**config.mk**
```make
export PLATFORM = sky130hd
export DESIGN_NAME = rnv_ram
export DESIGN_NICKNAME = d
export VERILOG_FILES = /design/src/rtl/rnv_ram.sv
export SDC_FILE = /design/constraint.sdc
export NUM_CORES = 2
export LEC_CHECK = 0
export BUFFER_PORTS_ARGS = -buffer_cell sky130_fd_sc_hd__buf_2
export CAP_MARGIN = 20
export CORE_MARGIN = 5
export CORE_UTILIZATION = 35
export DETAILED_ROUTE_END_ITERATION = 7
export PLACE_DENSITY_LB_ADDON = 0.15
export SYNTH_ARGS = -nofsm -noshare
export SYNTH_HDL_FRONTEND = slang
export SYNTH_SLANG_ARGS = --single-unit
```
**constraint.sdc**
```tcl
create_clock -name clock -period 3.8 [get_ports clock]
set_input_delay 0.19 -clock clock [delete_from_list [all_inputs] [get_ports clock]]
set_output_delay 0.19 -clock clock [all_outputs]
set_load 0.1 [all_outputs]
```
**src/rtl/rnv_ram.sv**
```systemverilog
// generic single-write, single-read ram with registered read data
// no dependencies
module rnv_ram #(
   parameter int WIDTH = 32,
   parameter int DEPTH = 64
) (
   input  logic                     clock,
   input  logic                     wr_en,
   input  logic [$clog2(DEPTH)-1:0] wr_addr,
   input  logic [WIDTH-1:0]         wr_data,
   input  logic                     rd_en,
   input  logic [$clog2(DEPTH)-1:0] rd_addr,
   output logic [WIDTH-1:0]         rd_data_ff
);

   logic [WIDTH-1:0] mem_ff [DEPTH];

   // write port
   always_ff @(posedge clock) begin
      if (wr_en) begin
         mem_ff[wr_addr] <= wr_data;
      end
   end

   // read port; data registered on rd_en, valid in the next cycle
   always_ff @(posedge clock) begin
      if (rd_en) begin
         rd_data_ff <= mem_ff[rd_addr];
      end
   end

endmodule

```
* Word level (Yosys, flattened, before mapping)
Memories as Yosys holds them, arrays and structs flattened. A register that Yosys moved wholly into a read port is not among the register bits.
Cells that the tools add are included.
** Storage, ports and cells
- Flip-flop bits (word level) :: 0
- Memory bits (writable) :: 2048
- Input bits :: 47
- Output and inout bits :: 32
- Word-level logic and storage cells :: 3
- Memories kept :: 1
** Memory list
- mem_ff :: depth 64, width 32, rd ports 1, clocked after memory_dff 1, write ports 1, line 16 : logic [WIDTH-1:0] mem_ff [DEPTH];
** Operators by class
- Muxes and demuxes :: 2
** Operators with widths (count)
- two-way mux 1 bit :: 2

* Logic depth before layout (Yosys ltp)
- Depth in word-level cells :: 2
- Mapped depth :: 10
- Depth with buffers taken out :: 5

* Worst setup path after synthesis
OpenSTA, ideal clock, no wires.
- Path type :: input-to-reg
- From :: input port wr_addr[3]
- To :: memory mem_ff[48][0] (enable)
- Setup time :: 461 ps
- Arrival :: 2889 ps
- Data required time :: 3339 ps
- Slack :: 450 ps
- Stages on the path :: 4
- Path buffers :: 1
- Cells stage by stage :: clkbuf_1 -> nor2b_1 -> nand4b_1 -> nor3_1
** RTL lines
- start: declaration :: line 9 : input logic [$clog2(DEPTH)-1:0] wr_addr,
- end: declaration :: line 16
Straight into the memory's write port.

==> flow_summary_export.csv <==
group,metric,value,unit
floorplanning,start_util,0.351,
clocking,cts_sinks,2080,
floorplanning,row_count,174,
route,avgRoutedWirePerCell,32.6,µm
global_route,grt_pass1_wl,314,mm
placed_design,portBuffers,78,
cells_and_area,layout-drive-gt1-share,0.315,
pwr,power.leakage,28.6,nW
global_route,grt_usage,0.189,
synth,yosysWarningCount,0,
synth,synth_cell_type_count,33,
synth,synth.top_cell.area_share,0.792,
pwr,intPower,37.7,mW
timing,timing.setup.tns,0,ps
synth,synth.largest_area_cell,"edfxtp_1",
route,drt_pre_antenna_iters,5,
synth,synth_area_leaders,"edfxtp_1, mux4_2, mux2i_1",
setup_path,cp_slowest_stage_delay,680,ps
setup_path,path_cells,"buf_8, buf_4, buf_4, mux4_2, mux4_2, o22ai_1, nor2_1",
cells_and_area,stdcell_area,92100,µm²
clocking,cts_tree,"built",
route,drc_errors,0,
synth,netlist_area,78800,µm²
route,via_per_inst,5.38,
global_route,antenna_found_initial,17,
timing,setup_slack,1140,ps
floorplanning,die_area,235000,µm²
clocking,post-cts-setup-buffers,0,
timing,fin_crit_sh,0.701,
setup_path,critPathSlowestCell,"o22ai_1",
timing,finalSetupViolCount,0,
pwr,peakVddDrop,0.518,mV
floorplanning,core_area,224000,µm²
clocking,htree_levels,4,
clocking,clk_latency,860,ps
cells_and_area,multi_input_area,16000,µm²
route,finalWirelength,224,mm
timing,maxSlewHeadroom,0.301,
floorplanning,die_w,485,µm
setup_path,cp_max_fo,44,
clocking,clk_path_buf_depth,3,
global_route,grt_pass1_vias,38300,
pwr,switchingPower,10.6,mW
synth,ys_ff_latch,2080,
setup_path,worstSetupPathType,"input port to flip-flop",
setup_path,end_kind,"flip-flop",
pwr,p_seq_frac,0.528,
placed_design,dp_hpwl,129,mm
floorplanning,io_pins,79,
clocking,cts.hold.buffers_added,22,
route,ant_nets,0,
route,drt_iter0_markers,3454,
global_route,grt.overflow.total,0,
placed_design,dp_slack,159,ps
placed_design,detailed_place.area,84900,µm²
synth,syn_area_per_cell,23.7,µm²
timing,fmax,376,MHz
timing,rsz0062_at_grt,"false",
pwr,pwr-share-clk,0.416,
setup_path,required,4360,ps
cells_and_area,stdcell_count,6891,
cells_and_area,seq_area,62500,µm²
timing,skew,31.0,ps
worst_hold_path,hold_path.class,"input port to flip-flop",
clocking,numCtsBuffers,214,
cells_and_area,area_growth,16.9,%
job,cap_violations,0,
clocking,clk_pin_slew,60,ps
timing,worstMarginPinSlew,1050,ps
cells_and_area,fillCellCount,19500,
route,via_count,37100,
setup_path,worst_setup_path_start_kind,"input port",
setup_path,cp.arrival,3220,ps
clocking,root_buffer,"clkbuf_16",
floorplanning,die_h,485,µm
cells_and_area,fin_util,0.411,
placed_design,dp_cells,6446,
cells_and_area,fin_nets,3763,
pwr,power_density,525,nW/µm²
global_route,grt_max_degree,65,
clocking,cts-resized-gates,0,
synth,syn_inst,3324,
pwr,sw_frac_of_total,0.220,
run_status,status,"finished, final reports clean",
synth,syn_nets,3371,
synth,ys_seq_area_frac,0.792,
placed_design,place_congestion,0.721,
timing,maxSlewViolCount,0,
timing,hold_viol_final,0,
timing,fin_crit,2660,ps
pwr,p_comb_frac,0.056,
[per-layer routing]
| layer | share of wire | vias up | GRT usage |
|---|---|---|---|
| met5 | 0.00021 | - | 0 |
| met4 | 0.018 | 8 | 0.0404 |
| met3 | 0.042 | 267 | 0.0254 |
| met2 | 0.49 | 995 | 0.314 |
| met1 | 0.44 | 20700 | 0.269 |
| li1 | - | 15100 | - |
[cell usage in the layout (no fill, tap or decap), types with 3 or more instances in the layout]
| cell type | instances |
|---|---|
| buf_4 | 192 |
| a311oi_1 | 8 |
| diode_2 | 5 |
| nor2_4 | 62 |
| buf_2 | 74 |
| clkinv_2 | 38 |
| nand3b_1 | 5 |
| nand3_1 | 5 |
| and3_1 | 4 |
| inv_16 | 3 |
| a22oi_1 | 12 |
| clkinv_8 | 3 |
| or3b_2 | 3 |
| edfxtp_1 | 2080 |
| dlygate4sd3_1 | 34 |
| nor3_1 | 5 |
| mux2i_1 | 93 |
| mux4_2 | 544 |
| buf_12 | 53 |
| buf_8 | 3 |
| clkinvlp_4 | 6 |
| a41o_1 | 4 |
| nand2b_1 | 7 |
| inv_6 | 6 |
| nor2_1 | 75 |
| o22ai_1 | 84 |
| a21oi_1 | 62 |
| nand2_1 | 25 |
| nor2b_1 | 15 |
| clkbuf_1 | 45 |
| clkinv_1 | 60 |
| o32ai_1 | 4 |
| bufinv_16 | 13 |
| o221ai_1 | 27 |
| clkbuf_16 | 216 |
| or3_1 | 3 |
[worst paths after layout]
check                           cells after the start              to  slack, ps            from
worst max-delay path                                7  rd_data_ff[10]       1140      rd_addr[1]
worst min-delay path                                1   mem_ff[4][12]         80     wr_data[12]
worst max register to register                      4   rd_data_ff[3]       1280   mem_ff[59][3]
worst min register to register                      4  rd_data_ff[17]        840  mem_ff[28][17]
[critical path, delay by kind of cell]
family	cells	cell delay (ps)
muxes	2	890
buffers and inverters	3	1190
AOI/OAI and AO/OA	1	680
and+or+nand+nor	1	100
[synthesized netlist by cell type, drive strengths merged]
| master | instances |
|---|---|
| edfxtp | 2080 |
| mux4 | 544 |
| nor2 | 137 |
| buf | 108 |
| mux2i | 93 |
| o22ai | 84 |
| clkbuf | 74 |
| a21oi | 62 |
| o221ai | 27 |
| nand2 | 26 |
| nor2b | 15 |
| a22oi | 12 |
| a311oi | 8 |
| nand2b | 8 |
| nor3 | 7 |
| nand3 | 5 |
| nand3b | 5 |
| or3b | 5 |
| a41o | 4 |
| and3 | 4 |
| o32ai | 4 |
| or2 | 3 |
| or3 | 3 |
| and2 | 2 |
| nand4 | 2 |
| a31oi | 1 |
| nand4b | 1 |
[stage by stage]
stage,hold WS [ps],power [mW]
after detailed placement,591,28.7
final,83.7,48.4
after CTS,8.19,48.9
after global placement,589,28.7
after global routing,54.1,50.0
after floorplan,289,27.5
[flip-flops by register name, summed over array words and instances (netlist names)]
signal and count:
mem_ff 2048, rd_data_ff 32
[logic make-up (layout without fill, tap and decap cells)]
kind of cell	Yosys count	in the layout	share of synthesized area
other	0	5	0
buffers and inverters	182	752	0.0112
AO/OA/AOI/OAI	202	202	0.0167
flip-flops	2080	2080	0.792
multiplexers	637	637	0.167
AND/OR/NAND/NOR	223	223	0.0126
[power by group through the flow]
stage          combinational [mW]  sequential, mW  clock (mW)
3_5_place_dp                 2.70            26.0           0
6_report                     2.70            25.5        20.1
3_3_place_gp                 2.68            26.0           0
4_1_cts                      2.72            25.5        20.6
2_1_floorplan                1.24            26.2           0
5_1_grt                      2.86            25.5        21.6
[layout make-up]
class,count,share of cell area
well taps,2992,0.0406
clock inverters,133,0.0118
clock buffers,261,0.0605
diodes,5,0.000136
repair buffers,358,0.0358
flip-flops and latches,2080,0.678
multi-input cells,1062,0.173
Note: power is estimated with default switching activity, not from simulation.
